===== config.mk =====
export PLATFORM = sky130hd
export DESIGN_NAME = i2c_master_write_read_sequencer_top
export DESIGN_NICKNAME = d
export VERILOG_FILES = /design/src/i2cwrs_pkg.sv /design/src/i2c_master_write_read_sequencer_top.sv
export SDC_FILE = /design/constraint.sdc
export NUM_CORES = 1
export LEC_CHECK = 0
export BUFFER_PORTS_ARGS = -buffer_cell sky130_fd_sc_hd__buf_2
export CELL_PAD_IN_SITES_DETAIL_PLACEMENT = 0
export CELL_PAD_IN_SITES_GLOBAL_PLACEMENT = 2
export CORE_MARGIN = 2
export CORE_UTILIZATION = 35
export CTS_CLUSTER_DIAMETER = 40
export DETAILED_ROUTE_END_ITERATION = 8
export PLACE_DENSITY = 0.82
export SLEW_MARGIN = 25
export SYNTH_ARGS = -nofsm -noshare
export SYNTH_HDL_FRONTEND = slang
export SYNTH_SLANG_ARGS = --single-unit

===== constraint.sdc =====
create_clock -name clk_i -period 7.5 [get_ports clk_i]
set_input_delay 0 -clock clk_i [delete_from_list [all_inputs] [get_ports clk_i]]
set_output_delay 0 -clock clk_i [all_outputs]
set_load 0.05 [all_outputs]

===== src/i2cwrs_pkg.sv =====
// Package for the I2C master write/read sequencer.
// Holds the item kind, phase, flag and status codes and the result beat type.
// No dependencies.
package i2cwrs_pkg;

  localparam logic [1:0] KIND_START   = 2'd0;
  localparam logic [1:0] KIND_EVENT   = 2'd1;
  localparam logic [1:0] KIND_ERROR   = 2'd2;
  localparam logic [1:0] KIND_TIMEOUT = 2'd3;

  localparam logic [2:0] PH_IDLE    = 3'd0;
  localparam logic [2:0] PH_SB      = 3'd1;
  localparam logic [2:0] PH_ADDR    = 3'd2;
  localparam logic [2:0] PH_TXE     = 3'd3;
  localparam logic [2:0] PH_RX_SB   = 3'd4;
  localparam logic [2:0] PH_RX_ADDR = 3'd5;
  localparam logic [2:0] PH_RXNE    = 3'd6;

  localparam int unsigned FL_SB   = 0;
  localparam int unsigned FL_ADDR = 1;
  localparam int unsigned FL_TXE  = 2;
  localparam int unsigned FL_RXNE = 3;
  localparam int unsigned FL_BTF  = 4;
  localparam int unsigned FL_TRA  = 5;
  localparam int unsigned FL_ARLO = 7;
  localparam int unsigned FL_AF   = 8;

  localparam logic [2:0] ST_OK        = 3'd0;
  localparam logic [2:0] ST_TIMEOUT   = 3'd1;
  localparam logic [2:0] ST_NO_DEVICE = 3'd2;
  localparam logic [2:0] ST_REG_NACK  = 3'd3;
  localparam logic [2:0] ST_DATA_NACK = 3'd4;
  localparam logic [2:0] ST_ARB_LOST  = 3'd5;

  typedef struct packed {
    logic       gen_start;
    logic       gen_stop;
    logic       ack_enable;
    logic       addr_valid;
    logic [7:0] addr_byte;
    logic       tx_valid;
    logic [7:0] tx_data;
    logic       rx_valid;
    logic [7:0] rx_data;
    logic       done_res;
    logic [2:0] status;
    logic       buf_irq_enable;
  } res_t;

endpackage


===== src/i2c_master_write_read_sequencer_top.sv =====
// Top level of the I2C master write/read sequencer.
// Depends on i2cwrs_pkg for codes and the result beat type.
//
// Usage: the input channel carries one beat per driver call: a start
// request, an event interrupt, an error interrupt or a timeout abort.
// For every accepted input beat exactly one result beat appears on the
// output channel, in order, telling the driver what to write to the
// peripheral (START, STOP, ACK level, address, data) and whether the
// transfer has finished with which status.
// Each result is registered, in the output register or in the skid register if one waits.
// Throughput: one beat per cycle while in_stall_o is low; the decode of a beat and the
// update of the transfer state complete in the cycle in which it is accepted.
// Stall: the result register is backed by one skid register, so a beat
// is still taken while a result waits; in_stall_o rises only when both
// are full and falls once the receiver takes a beat.
// Reset: the transfer state returns to idle, counts and address clear,
// and both output registers are empty.
module i2c_master_write_read_sequencer_top
  import i2cwrs_pkg::*;
(
  input  logic       clk_i,
  input  logic       rst_ni,
  input  logic       in_valid_i,
  output logic       in_stall_o,
  input  logic [1:0] kind_i,
  input  logic [6:0] dev_addr_i,
  input  logic [7:0] tx_count_i,
  input  logic [7:0] rx_count_i,
  input  logic [8:0] event_flags_i,
  input  logic [7:0] tx_byte_i,
  input  logic [7:0] rx_byte_i,
  output logic       out_valid_o,
  input  logic       out_stall_i,
  output logic       gen_start_o,
  output logic       gen_stop_o,
  output logic       ack_enable_o,
  output logic       addr_valid_o,
  output logic [7:0] addr_byte_o,
  output logic       tx_valid_o,
  output logic [7:0] tx_data_o,
  output logic       rx_valid_o,
  output logic [7:0] rx_data_o,
  output logic       done_res_o,
  output logic [2:0] status_o,
  output logic       buf_irq_enable_o
);

  logic [2:0] phase_q, phase_d;
  logic [6:0] addr_q, addr_d;
  logic [7:0] tx_left_q, tx_left_d;
  logic [7:0] rx_left_q, rx_left_d;
  logic       buf_en_q, buf_en_d;
  logic       ack_q, ack_d;

  res_t res_d;
  res_t out_q;
  res_t skid_q;
  logic out_valid_q;
  logic skid_valid_q;

  logic accept;
  logic out_fire;

  assign accept   = in_valid_i && !skid_valid_q;
  assign out_fire = out_valid_q && !out_stall_i;

  always_comb begin
    logic       done;
    logic       fail;
    logic [2:0] code;
    phase_d   = phase_q;
    addr_d    = addr_q;
    tx_left_d = tx_left_q;
    rx_left_d = rx_left_q;
    buf_en_d  = buf_en_q;
    ack_d     = ack_q;
    res_d     = '0;
    done      = 1'b0;
    fail      = 1'b0;
    code      = ST_OK;

    if (kind_i == KIND_START) begin
      addr_d          = dev_addr_i;
      tx_left_d       = tx_count_i;
      rx_left_d       = rx_count_i;
      ack_d           = 1'b1;
      buf_en_d        = 1'b1;
      phase_d         = PH_SB;
      res_d.gen_start = 1'b1;
    end else if (phase_q != PH_IDLE) begin
      unique case (kind_i)
        KIND_EVENT: begin
          if (event_flags_i[FL_SB]) begin
            res_d.addr_valid = 1'b1;
            if (tx_left_q != 8'd0) begin
              res_d.addr_byte = {addr_q, 1'b0};
              phase_d         = PH_ADDR;
            end else begin
              res_d.addr_byte = {addr_q, 1'b1};
              phase_d         = PH_RX_ADDR;
            end
          end else if (event_flags_i[FL_ADDR]) begin
            if (tx_left_q != 8'd0) begin
              phase_d = PH_TXE;
            end else begin
              buf_en_d = 1'b1;
              if (rx_left_q == 8'd1) begin
                ack_d          = 1'b0;
                res_d.gen_stop = 1'b1;
              end else begin
                ack_d = 1'b1;
              end
              phase_d = PH_RXNE;
            end
          end
          if (buf_en_q) begin
            if (event_flags_i[FL_TXE] && event_flags_i[FL_TRA]) begin
              if (tx_left_q != 8'd0) begin
                res_d.tx_valid = 1'b1;
                res_d.tx_data  = tx_byte_i;
                tx_left_d      = tx_left_q - 8'd1;
              end else begin
                buf_en_d = 1'b0;
              end
            end
            if (event_flags_i[FL_RXNE] && rx_left_q != 8'd0 && tx_left_d == 8'd0) begin
              res_d.rx_valid = 1'b1;
              res_d.rx_data  = rx_byte_i;
              rx_left_d      = rx_left_q - 8'd1;
              if (rx_left_d == 8'd1) begin
                ack_d          = 1'b0;
                res_d.gen_stop = 1'b1;
              end else if (rx_left_d == 8'd0) begin
                done = 1'b1;
                code = ST_OK;
              end
            end
          end
          if (!done && event_flags_i[FL_BTF] && event_flags_i[FL_TRA]) begin
            if (rx_left_d != 8'd0) begin
              res_d.gen_start = 1'b1;
              phase_d         = PH_RX_SB;
              buf_en_d        = 1'b0;
            end else begin
              res_d.gen_stop = 1'b1;
              done           = 1'b1;
              code           = ST_OK;
            end
          end
        end
        KIND_ERROR: begin
          if (event_flags_i[FL_ARLO]) begin
            code = ST_ARB_LOST;
            fail = 1'b1;
          end
          if (event_flags_i[FL_AF]) begin
            if (phase_q == PH_ADDR) begin
              code = ST_NO_DEVICE;
            end else if (phase_q == PH_RX_ADDR) begin
              code = ST_REG_NACK;
            end else begin
              code = ST_DATA_NACK;
            end
            res_d.gen_stop = 1'b1;
            fail           = 1'b1;
          end
          done = fail;
        end
        KIND_TIMEOUT: begin
          done = 1'b1;
          code = ST_TIMEOUT;
        end
        default: begin
          done = 1'b0;
        end
      endcase
      if (done) begin
        phase_d        = PH_IDLE;
        buf_en_d       = 1'b0;
        res_d.done_res = 1'b1;
        res_d.status   = code;
      end
    end

    res_d.ack_enable     = ack_d;
    res_d.buf_irq_enable = buf_en_d;
  end

  always_ff @(posedge clk_i or negedge rst_ni) begin
    if (!rst_ni) begin
      phase_q   <= PH_IDLE;
      addr_q    <= '0;
      tx_left_q <= '0;
      rx_left_q <= '0;
      buf_en_q  <= 1'b0;
      ack_q     <= 1'b0;
    end else if (accept) begin
      phase_q   <= phase_d;
      addr_q    <= addr_d;
      tx_left_q <= tx_left_d;
      rx_left_q <= rx_left_d;
      buf_en_q  <= buf_en_d;
      ack_q     <= ack_d;
    end
  end

  always_ff @(posedge clk_i or negedge rst_ni) begin
    if (!rst_ni) begin
      out_valid_q  <= 1'b0;
      skid_valid_q <= 1'b0;
    end else if (!out_valid_q || out_fire) begin
      if (skid_valid_q) begin
        out_valid_q  <= 1'b1;
        skid_valid_q <= 1'b0;
      end else begin
        out_valid_q <= accept;
      end
    end else if (accept) begin
      skid_valid_q <= 1'b1;
    end
  end

  always_ff @(posedge clk_i) begin
    if (!out_valid_q || out_fire) begin
      if (skid_valid_q) begin
        out_q <= skid_q;
      end else if (accept) begin
        out_q <= res_d;
      end
    end else if (accept) begin
      skid_q <= res_d;
    end
  end

  assign in_stall_o       = skid_valid_q;
  assign out_valid_o      = out_valid_q;
  assign gen_start_o      = out_q.gen_start;
  assign gen_stop_o       = out_q.gen_stop;
  assign ack_enable_o     = out_q.ack_enable;
  assign addr_valid_o     = out_q.addr_valid;
  assign addr_byte_o      = out_q.addr_byte;
  assign tx_valid_o       = out_q.tx_valid;
  assign tx_data_o        = out_q.tx_data;
  assign rx_valid_o       = out_q.rx_valid;
  assign rx_data_o        = out_q.rx_data;
  assign done_res_o       = out_q.done_res;
  assign status_o         = out_q.status;
  assign buf_irq_enable_o = out_q.buf_irq_enable;

endmodule


==> run_results.csv, run 1 <==
group,metric,value,unit
clock_tree,clk_path_buf_depth,2,
synthesis,async_flop_share,30.00,%
placed_design,portBuffers,89,
synthesis,ys_seq_area_share,55.29,%
critical_path,required,7720,ps
power,peakVddDrop,126.0,uV
detailed_routing,wire_per_inst,16.30,um
global_route,overflow,0,
synthesis,synth-main-ff-cell,"edfxtp_1",
final_layout,drive_gt1_share,26.83,%
sta,post-route-min-period,3427,ps
floorplan,die_w,125.4,um
synthesis,ys_ff_latch,100,
floorplan,io_pins,91,
power,p_total,0.001610,W
critical_path,crit_type,"reg -> reg",
run_status,status,"complete, no violations",
critical_path,crit_path_start_kind,"flop",
synthesis,synthesis.area,5160,um2
sta,timing.slew.headroom,33.67,%
clock_tree,path_clk_slew,70,ps
power,p_leak,2.631,nW
global_route,grt_pass1_vias,4015,
sta,fin_setup_tns,0,ps
detailed_routing,avgViaCountPerCell,5.150,
floorplan,fp.coreArea,14480,um2
final_layout,diodes,0,
global_route,gr-usage-all-layers,16.31,%
synthesis,synth.distinct_cells,70,
sta,hold_violations,0,
detailed_routing,dr_total_vias,3981,
clock_tree,cts.sinks,100,
global_route,grt_max_degree,47,
sta,tightest_slew,986.8,ps
clock_tree,cts_root_buffer,"clkbuf_16",
placed_design,dp_hpwl,8732,um
clock_tree,post_cts_resized,0,
clock_tree,cts_tree,"yes",
sta,slew_violations,0,
critical_path,critPathSlowestCell,"nor4_2",
floorplan,rows,44,
floorplan,die_area,15730,um2
sta,max_freq,291.8,MHz
critical_path,cp-end-kind,"flop",
synthesis,syn_nets,520,
critical_path,max_stage_delay,860,ps
sta,clock-skew-final,6.915,ps
critical_path,r2r_slack,4070,ps
sta,rsz0062_at_grt,"false",
global_route,antenna_found_initial,0,
floorplan,start_util,35.64,%
clock_tree,numCtsBuffers,9,
critical_path,path_cells,"inv_1 > ha_1 > nor3b_2 > nand2_2 > a221oi_2 > nand4_2 > nor4_2 > and2_1 > mux2_2",
sta,fin_crit_sh,45.70,%
synthesis,synth-edff-count,70,
synthesis,synth_cells,456,
clock_tree,clk_latency,350,ps
global_route,grt_first_pass_wirelength,20740,um
final_layout,fin_nets,648,
detailed_routing,ant_nets,0,
power,powerDensity,246.7,nW/um2
flow_run,drv_cap,0,
detailed_routing,drc,0,
placed_design,gp_congestion,0.7861,
detailed_routing,first_iter_violations,209,
critical_path,arrival,3650,ps
synthesis,ys_warn_count,0,
synthesis,avgSynthCellArea,11.32,um2
clock_tree,htreeDepth,3,
floorplan,die_h,125.4,um
sta,setup_violations,0,
worst_hold_path,min_path_type,"in -> reg",
detailed_routing,routed_wl,12600,um
critical_path,worstPathMaxFanout,10,
detailed_routing,first_pass_iters,4,
final_layout,area_growth,26.48,%
[repair_timing]
item | 4_1_cts | 5_1_grt
setup endpoints to repair | 0 | 0
hold buffers | 41 | 0
hold endpoints to repair | 70 | 0
buffers inserted | 0 | 0
[routing by layer]
layer / GRT usage, % / share of wire (%) / wire, um
met5: 0 / 0 / 0
met1: 22.18 / 47 / 5907
met3: 4.022 / 5.1 / 641
met4: 4.052 / 1.0 / 129
met2: 26.30 / 47 / 5919
[final cells by class]
class / instances / area [um2]
Multi-Input combinational cell: 323 / 2192
Tap cell: 184 / 230.2
Inverter: 15 / 56.30
Sequential cell: 100 / 2853
Timing Repair Buffer: 135 / 925.9
Clock buffer: 11 / 232.7
Fill cell: 1364 / 7953
Clock inverter: 5 / 36.28
[cell usage in the layout (no fill, tap or decap), types with 3 or more instances in the layout]
cell type and instances:
o21ai_0 24, nor2_1 26, ha_1 10, and3_1 4, nand2b_1 5, nand3_1 8
nand4_1 5, nor3_1 11, buf_4 3, nand2_1 50, o22ai_1 6, nor4_1 5
o211ai_1 4, and2_1 27, dfrtp_1 30, inv_1 15, mux2_2 32, a22oi_1 5
mux2i_1 8, or3_1 9, buf_2 89, dlygate4sd3_1 41, clkbuf_16 9, nor2b_1 5
a21oi_1 22, edfxtp_1 70
[per-stage QoR]
| stage | cell area [um2] | instances | hold slack, ps | setup slack [ps] | utilization, % |
|---|---|---|---|---|---|
| finish | 6526 | 773 | 23.24 | 4073 | 45.07 |
| global route | 6526 | 773 | 34.47 | 3849 | 45.07 |
| CTS | 6506 | 772 | 8.020 | 4096 | 44.94 |
| detailed placement | 5827 | 715 | 103.1 | 4154 | 40.24 |
| global placement | 5799 | 714 | 100.4 | 4225 | 40.05 |
| floorplan | 5160 | 456 | -295.6 | 4009 | - |
[cell families (layout without fill, tap and decap cells)]
group	Yosys count	count (layout)	share of synthesized area, %
AOI/OAI and AO/OA	92	92	11.98
adders and majority gates	10	10	2.425
muxes	40	40	8.536
buffers and inverters	33	166	2.594
and+or+nand+nor	181	181	19.18
DFF	100	100	55.29
[cells in the mapped netlist (2+ instances only)]
cell,n,area [um2]
or3_1,9,56.30
a21oi_2,2,17.52
clkbuf_1,14,52.55
nor2b_1,5,31.28
nor3b_1,2,15.01
and2_0,2,12.51
edfxtp_1,70,2102
buf_2,2,10.01
o211ai_1,4,30.03
nor2_1,27,101.4
inv_1,15,56.30
and2_1,27,168.9
or4_1,2,15.01
or2_2,2,12.51
a2bb2oi_1,2,17.52
nor3_1,11,55.05
ha_1,10,125.1
and3_1,4,25.02
o21ai_0,24,120.1
nor4b_1,2,17.52
mux2_2,32,360.4
mux2i_1,8,80.08
a21boi_0,2,15.01
o22ai_1,6,37.54
nand2b_1,5,31.28
a21oi_1,23,115.1
nor4_1,5,31.28
a21o_1,2,15.01
o31ai_1,2,15.01
o41ai_1,2,17.52
nand3_1,8,40.04
a22oi_1,5,37.54
nand4_1,5,31.28
dfrtp_1,30,750.7
nand2_1,50,187.7
[worst paths after layout]
kind,from,end,cells past startpoint
max reg2reg,tx_left_q[0],rx_data_o[1],9
max in group asynchronous,rst_ni,tx_left_q[4],2
min,out_stall_i,in_stall_o,3
max,tx_left_q[0],rx_data_o[1],9
min reg2reg,addr_q[2],addr_q[2],2
min in group asynchronous,rst_ni,out_valid_o,2
[state kept, by name (all words and copies together) (netlist names)]
register and count:
ack_enable_o 1, ack_q 1, addr_byte_o 8, addr_q 7
addr_valid_o 1, buf_en_q 1, buf_irq_enable_o 1, done_res_o 1
gen_start_o 1, gen_stop_o 1, in_stall_o 1, out_valid_o 1
phase_q 3, rx_data_o 8, rx_left_q 8, rx_valid_o 1
skid_q 35, status_o 3, tx_data_o 8, tx_left_q 8
tx_valid_o 1
[power breakdown]
| group | switching [W] | internal [W] |
|---|---|---|
| sequential | 0.0000729 | 0.000667 |
| combinational | 0.000271 | 0.000165 |
| clock | 0.000206 | 0.000227 |
[critical path: cells and delay by family, from the launching register on]
kind,cells,cell delay (ps)
AND/OR/NAND/NOR,5,1950
AO/OA/AOI/OAI,1,400
buffers and inverters,1,110
flip-flops,1,410
multiplexers,1,160
adder cells (fa/ha/maj),1,260
(Power assumes the default switching activity.)
==> run 2: changes to the inputs <==
==> constraint.sdc (replaced) <==
create_clock -name clk_i -period 3.55 [get_ports clk_i]
set_input_delay 0 -clock clk_i [delete_from_list [all_inputs] [get_ports clk_i]]
set_output_delay 0 -clock clk_i [all_outputs]
set_load 0.05 [all_outputs]
==> run 2 against run 1 <==
  * Power increased by 110%
  * Clock power increased by 110%
  * Sequential share of layout area is 0.12 points higher
  * Via count is 0.35% higher
  * Register-to-register slack worse by 3700 ps
  * Wire length shrank 2.0%
  * Critical path type unchanged
==> run_results.csv, run 2 (synthesized netlist as in run 1, its figures left out) <==
group,metric,value,unit
placed_design,dpl_cell_area,5829,um2
floorplan,die_area,15730,um2
power,peakVddDrop,224.6,uV
global_route,overflow,0,
final_layout,layout_common_cells,"buf_2, edfxtp_1, nand2_1, dlygate4sd3_1, mux2_2",
power,p_sw_share,34.05,%
final_layout,design_area,6509,um2
power,power.switching,0.001154,W
sta,hold_violations,0,
clock_tree,numCtsBuffers,9,
sta,rsz0062_at_grt,"false",
final_layout,diodes,0,
detailed_routing,drc,0,
floorplan,fp.coreArea,14480,um2
power,clkPwrFrac,27.0,%
floorplan,io_pins,91,
clock_tree,clk_path_buf_depth,2,
sta,fin_crit_sh,89.79,%
clock_tree,path_clk_slew,70,ps
final_layout,drive_gt1_share,27.29,%
sta,setup_violations,0,
detailed_routing,first_pass_iters,4,
clock_tree,htreeDepth,3,
detailed_routing,avgViaCountPerCell,5.161,
run_status,status,"complete, no violations",
floorplan,rows,44,
critical_path,crit_type,"reg -> reg",
floorplan,die_h,125.4,um
clock_tree,post_cts_buffers,0,
critical_path,crit_path_start_kind,"flop",
detailed_routing,wire_per_inst,15.95,um
clock_tree,post_cts_resized,0,
final_layout,final_common_cell,"buf_2",
floorplan,die_w,125.4,um
sta,timing.slew.headroom,46.16,%
global_route,grt_pass1_vias,3874,
clock_tree,hold_buffers,39,
power,internal_power,0.002235,W
critical_path,cp-end-kind,"flop",
detailed_routing,ant_nets,0,
final_layout,fin_nets,649,
global_route,gr-usage-all-layers,15.92,%
sta,tightest_slew,806.0,ps
placed_design,dp_hpwl,8546,um
critical_path,worstPathMaxFanout,8,
global_route,antenna_found_initial,0,
placed_design,portBuffers,89,
sta,fin_setup_tns,0,ps
detailed_routing,dr_total_vias,3995,
floorplan,start_util,35.64,%
sta,slew_violations,0,
final_layout,largest_reg_flops,35,
global_route,grt_max_degree,45,
detailed_routing,routed_wl,12350,um
worst_hold_path,min_path_type,"in -> reg",
final_layout,largest-register,"skid_q",
power,power_frac_seq,46.1,%
power,p_comb_share,27.0,%
critical_path,required,3630,ps
global_route,grt_first_pass_wirelength,20070,um
placed_design,gp_congestion,0.7985,
critical_path,arrival,3270,ps
flow_run,drv_cap,0,
final_layout,area_growth,26.14,%
power,powerDensity,520.8,nW/um2
sta,post-route-min-period,3188,ps
clock_tree,cts_root_buffer,"clkbuf_16",
sta,clock-skew-final,5.288,ps
clock_tree,cts.sinks,100,
clock_tree,cts_tree,"yes",
power,p_leak,2.631,nW
sta,max_freq,313.7,MHz
detailed_routing,first_iter_violations,333,
clock_tree,clk_latency,350,ps
## run 2: per-layer routing
metal	vias up	GRT usage, %	share of wire, %
li1	1956	-	-
met1	1897	21.73	47
met2	124	25.53	46
met3	18	3.680	5.4
met4	0	4.444	1.6
met5	-	0	0
## run 2: area by class of cell
| type | count | area [um2] |
|---|---|---|
| inverters | 15 | 56.30 |
| flip-flops and latches | 100 | 2853 |
| fillers | 1352 | 7970 |
| repair buffers | 136 | 908.4 |
| clock inverters | 5 | 36.28 |
| clock buffers | 11 | 232.7 |
| multi-input cells | 323 | 2192 |
| well taps | 184 | 230.2 |
## run 2: power by group through the flow
stage,Combinational [W],Clock (W),Sequential [W]
after global placement,0.000868,0,0.00158
after CTS,0.000914,0.000941,0.00156
after detailed placement,0.000878,0,0.00158
after floorplan,0.000540,0,0.00168
final,0.000914,0.000914,0.00156
after global routing,0.00101,0.000983,0.00159
## run 2: worst max-delay path, cell delays in order, from the launching register on
cell       delay [ps]
dfrtp_1           410
inv_1             100
ha_1              250
nor3b_2           360
a2111oi_1         170
a221oi_1          330
and4_1            470
a21oi_2           150
o31ai_2           530
o21ai_0           140
## run 2: final timing paths
path                                from            to  slack (ps)  depth (start not counted)
max reg2reg                 tx_left_q[0]    done_res_o         360                          9
min reg2reg                    addr_q[1]     addr_q[1]         470                          2
min in group asynchronous         rst_ni     addr_q[6]         240                          2
min                        rx_count_i[3]  rx_left_q[3]          10                          4
max in group asynchronous         rst_ni  tx_left_q[7]        2850                          2
max                         tx_left_q[0]    done_res_o         360                          9
## run 2: through the flow
step	worst slack (ps)	cells	hold slack (ps)	power, W	util [%]
floorplan	58.80	456	-295.6	0.002218	-
global route	61.54	774	30.58	0.003582	44.95
detailed placement	414.5	718	93.61	0.002462	40.26
finish	362.5	774	10.81	0.003390	44.95
global placement	464.6	718	102.9	0.002448	40.26
CTS	398.1	773	14.61	0.003416	44.82
==> run 3: changes to the inputs <==
--- a/config.mk
+++ b/config.mk
@@ -5,14 +5,14 @@
 export SDC_FILE = /design/constraint.sdc
 export NUM_CORES = 1
 export LEC_CHECK = 0
-export BUFFER_PORTS_ARGS = -buffer_cell sky130_fd_sc_hd__buf_2
 export CELL_PAD_IN_SITES_DETAIL_PLACEMENT = 0
 export CELL_PAD_IN_SITES_GLOBAL_PLACEMENT = 2
 export CORE_MARGIN = 2
 export CORE_UTILIZATION = 35
 export CTS_CLUSTER_DIAMETER = 40
 export DETAILED_ROUTE_END_ITERATION = 8
-export PLACE_DENSITY = 0.82
+export DONT_BUFFER_PORTS = 1
+export PLACE_DENSITY = 0.77
 export SLEW_MARGIN = 25
 export SYNTH_ARGS = -nofsm -noshare
 export SYNTH_HDL_FRONTEND = slang
==> run 3 against run 2 <==
  * Die area unchanged
  * Clock skew up 3.1 ps
  * Cell count down 10%
  * First-iteration DRC count down 42%
  * Fmax up 1.0%
  * Sequential share of layout area up 2.1 points
  * Clock power up 5.5%
  * Worst hold slack better by 1.5 ps
  * Via count down 6.8%
  * Count of clock-buffer cells in the layout down 2
  * Worst setup slack better by 32 ps
  * Global-route usage up 0.25 points
  * Largest cell class unchanged
  * Largest power group unchanged
==> run_results.csv, run 3 (synthesized netlist as in run 1, its figures left out) <==
group,metric,value,unit
run_status,status,"complete, no violations",
final_layout,diodes,0,
placed_design,gp_congestion,0.8500,
final_layout,seq_area,2854,um2
power,internal_power,0.002221,W
placed_design,dp_hpwl,8341,um
sta,rsz0062_at_grt,"false",
floorplan,fp.coreArea,14480,um2
final_layout,largest-register,"skid_q",
critical_path,cp-end-kind,"flop",
final_layout,multiInputGateArea,2192,um2
floorplan,die_h,125.4,um
power,p_sw_share,34.68,%
detailed_routing,dr_total_vias,3723,
power,clkPwrFrac,28.3,%
floorplan,rows,44,
clock_tree,clk_latency,350,ps
detailed_routing,first_iter_violations,193,
clock_tree,clk_path_buf_depth,2,
global_route,grt_pass1_vias,3794,
floorplan,die_w,125.4,um
critical_path,required,3630,ps
power,power.switching,0.001179,W
power,power_frac_seq,49.9,%
sta,setup_violations,0,
floorplan,start_util,35.64,%
global_route,grt_first_pass_wirelength,20240,um
clock_tree,cts.sinks,100,
power,p_comb_share,21.7,%
final_layout,area_growth,20.51,%
global_route,gr-usage-all-layers,16.17,%
sta,tightest_slew,821.6,ps
detailed_routing,avgViaCountPerCell,5.357,
sta,fin_crit_sh,88.90,%
sta,slew_violations,0,
critical_path,crit_type,"reg -> reg",
detailed_routing,ant_nets,0,
sta,fin_setup_tns,0,ps
detailed_routing,first_pass_iters,4,
detailed_routing,wire_per_inst,17.43,um
clock_tree,path_clk_slew,70,ps
final_layout,fill_cells,1389,
final_layout,fin_nets,570,
sta,max_freq,316.9,MHz
global_route,antenna_found_initial,0,
clock_tree,numCtsBuffers,9,
global_route,overflow,0,
sta,post-route-min-period,3156,ps
sta,clock-skew-final,8.349,ps
final_layout,layout_common_cells,"edfxtp_1, nand2_1, dlygate4sd3_1, mux2_2, dfrtp_1",
critical_path,worstPathMaxFanout,8,
detailed_routing,routed_wl,12120,um
power,p_leak,2.340,nW
sta,timing.slew.headroom,45.11,%
critical_path,arrival,3230,ps
power,powerDensity,546.9,nW/um2
final_layout,final_common_cell,"edfxtp_1",
clock_tree,cts_root_buffer,"clkbuf_16",
clock_tree,htreeDepth,3,
floorplan,die_area,15730,um2
clock_tree,post_cts_resized,0,
critical_path,crit_path_start_kind,"flop",
final_layout,largest_reg_flops,35,
worst_hold_path,min_path_type,"in -> reg",
clock_tree,cts_tree,"yes",
power,peakVddDrop,280.7,uV
placed_design,portBuffers,0,
detailed_routing,drc,0,
flow_run,drv_cap,0,
sta,hold_violations,0,
final_layout,fin_util,42.95,%
final_layout,drive_gt1_share,15.46,%
floorplan,io_pins,91,
sta,hold_ws,12.26,ps
global_route,grt_max_degree,45,
run 3: stage by stage:
stage / std cells / power [W] / area, um2 / worst slack, ps
after global routing: 695 / 0.003603 / 6218 / 112.4
after CTS: 694 / 0.003431 / 6191 / 428.1
after detailed placement: 630 / 0.002406 / 5408 / 441.2
after global placement: 628 / 0.002382 / 5378 / 492.8
after floorplan: 456 / 0.002218 / 5160 / 58.80
final: 695 / 0.003401 / 6218 / 394.2
run 3: worst paths after layout:
path                                  start      endpoint  slack [ps]  depth (start not counted)
max                            tx_left_q[0]   status_o[1]         390                          9
min                        event_flags_i[5]  tx_left_q[0]          10                          3
max reg2reg                    tx_left_q[0]   status_o[1]         390                          9
min reg2reg                       addr_q[3]     addr_q[3]         470                          2
max in group asynchronous            rst_ni    in_stall_o        3270                          2
min in group asynchronous            rst_ni  tx_left_q[6]          90                          2
run 3: metal layers:
| layer | GRT usage [%] | wire (um) | share of wire, % | up-vias |
|---|---|---|---|---|
| li1 | - | - | - | 1811 |
| met1 | 21.68 | 5595 | 46 | 1800 |
| met2 | 25.76 | 5765 | 48 | 97 |
| met3 | 3.252 | 523 | 4.3 | 15 |
| met4 | 6.471 | 231 | 1.9 | 0 |
| met5 | 0 | 0 | 0 | - |
run 3: power by group through the flow:
| stage | Sequential [W] | Combinational [W] | Clock (W) |
|---|---|---|---|
| detailed placement | 0.00172 | 0.000682 | 0 |
| global route | 0.00173 | 0.000833 | 0.00104 |
| finish | 0.00170 | 0.000738 | 0.000964 |
| floorplan | 0.00168 | 0.000540 | 0 |
| CTS | 0.00170 | 0.000739 | 0.000993 |
| global placement | 0.00172 | 0.000664 | 0 |
run 3: final cells by class:
cell class	count	share of cell area, %
clock inverter	7	1.087
timing repair buffer	57	9.537
inverter	15	0.9054
multi-input combinational	323	35.25
sequential	100	45.90
clock buffer	9	3.622
tap	184	3.702
run 3: what timing repair did:
action                                 CTS  global route
endpoints found under the hold margin   96             0
buffers inserted                         0             0
hold buffers                            48             0
run 3: worst max-delay path, stage by stage, from the launching register on:
cell and delay [ps]:
dfrtp_1 400, inv_1 100, ha_1 230, nor3b_2 350, a2111oi_1 160, a221oi_1 340
and4_1 470, a21oi_2 150, o31ai_2 540, o41ai_1 140
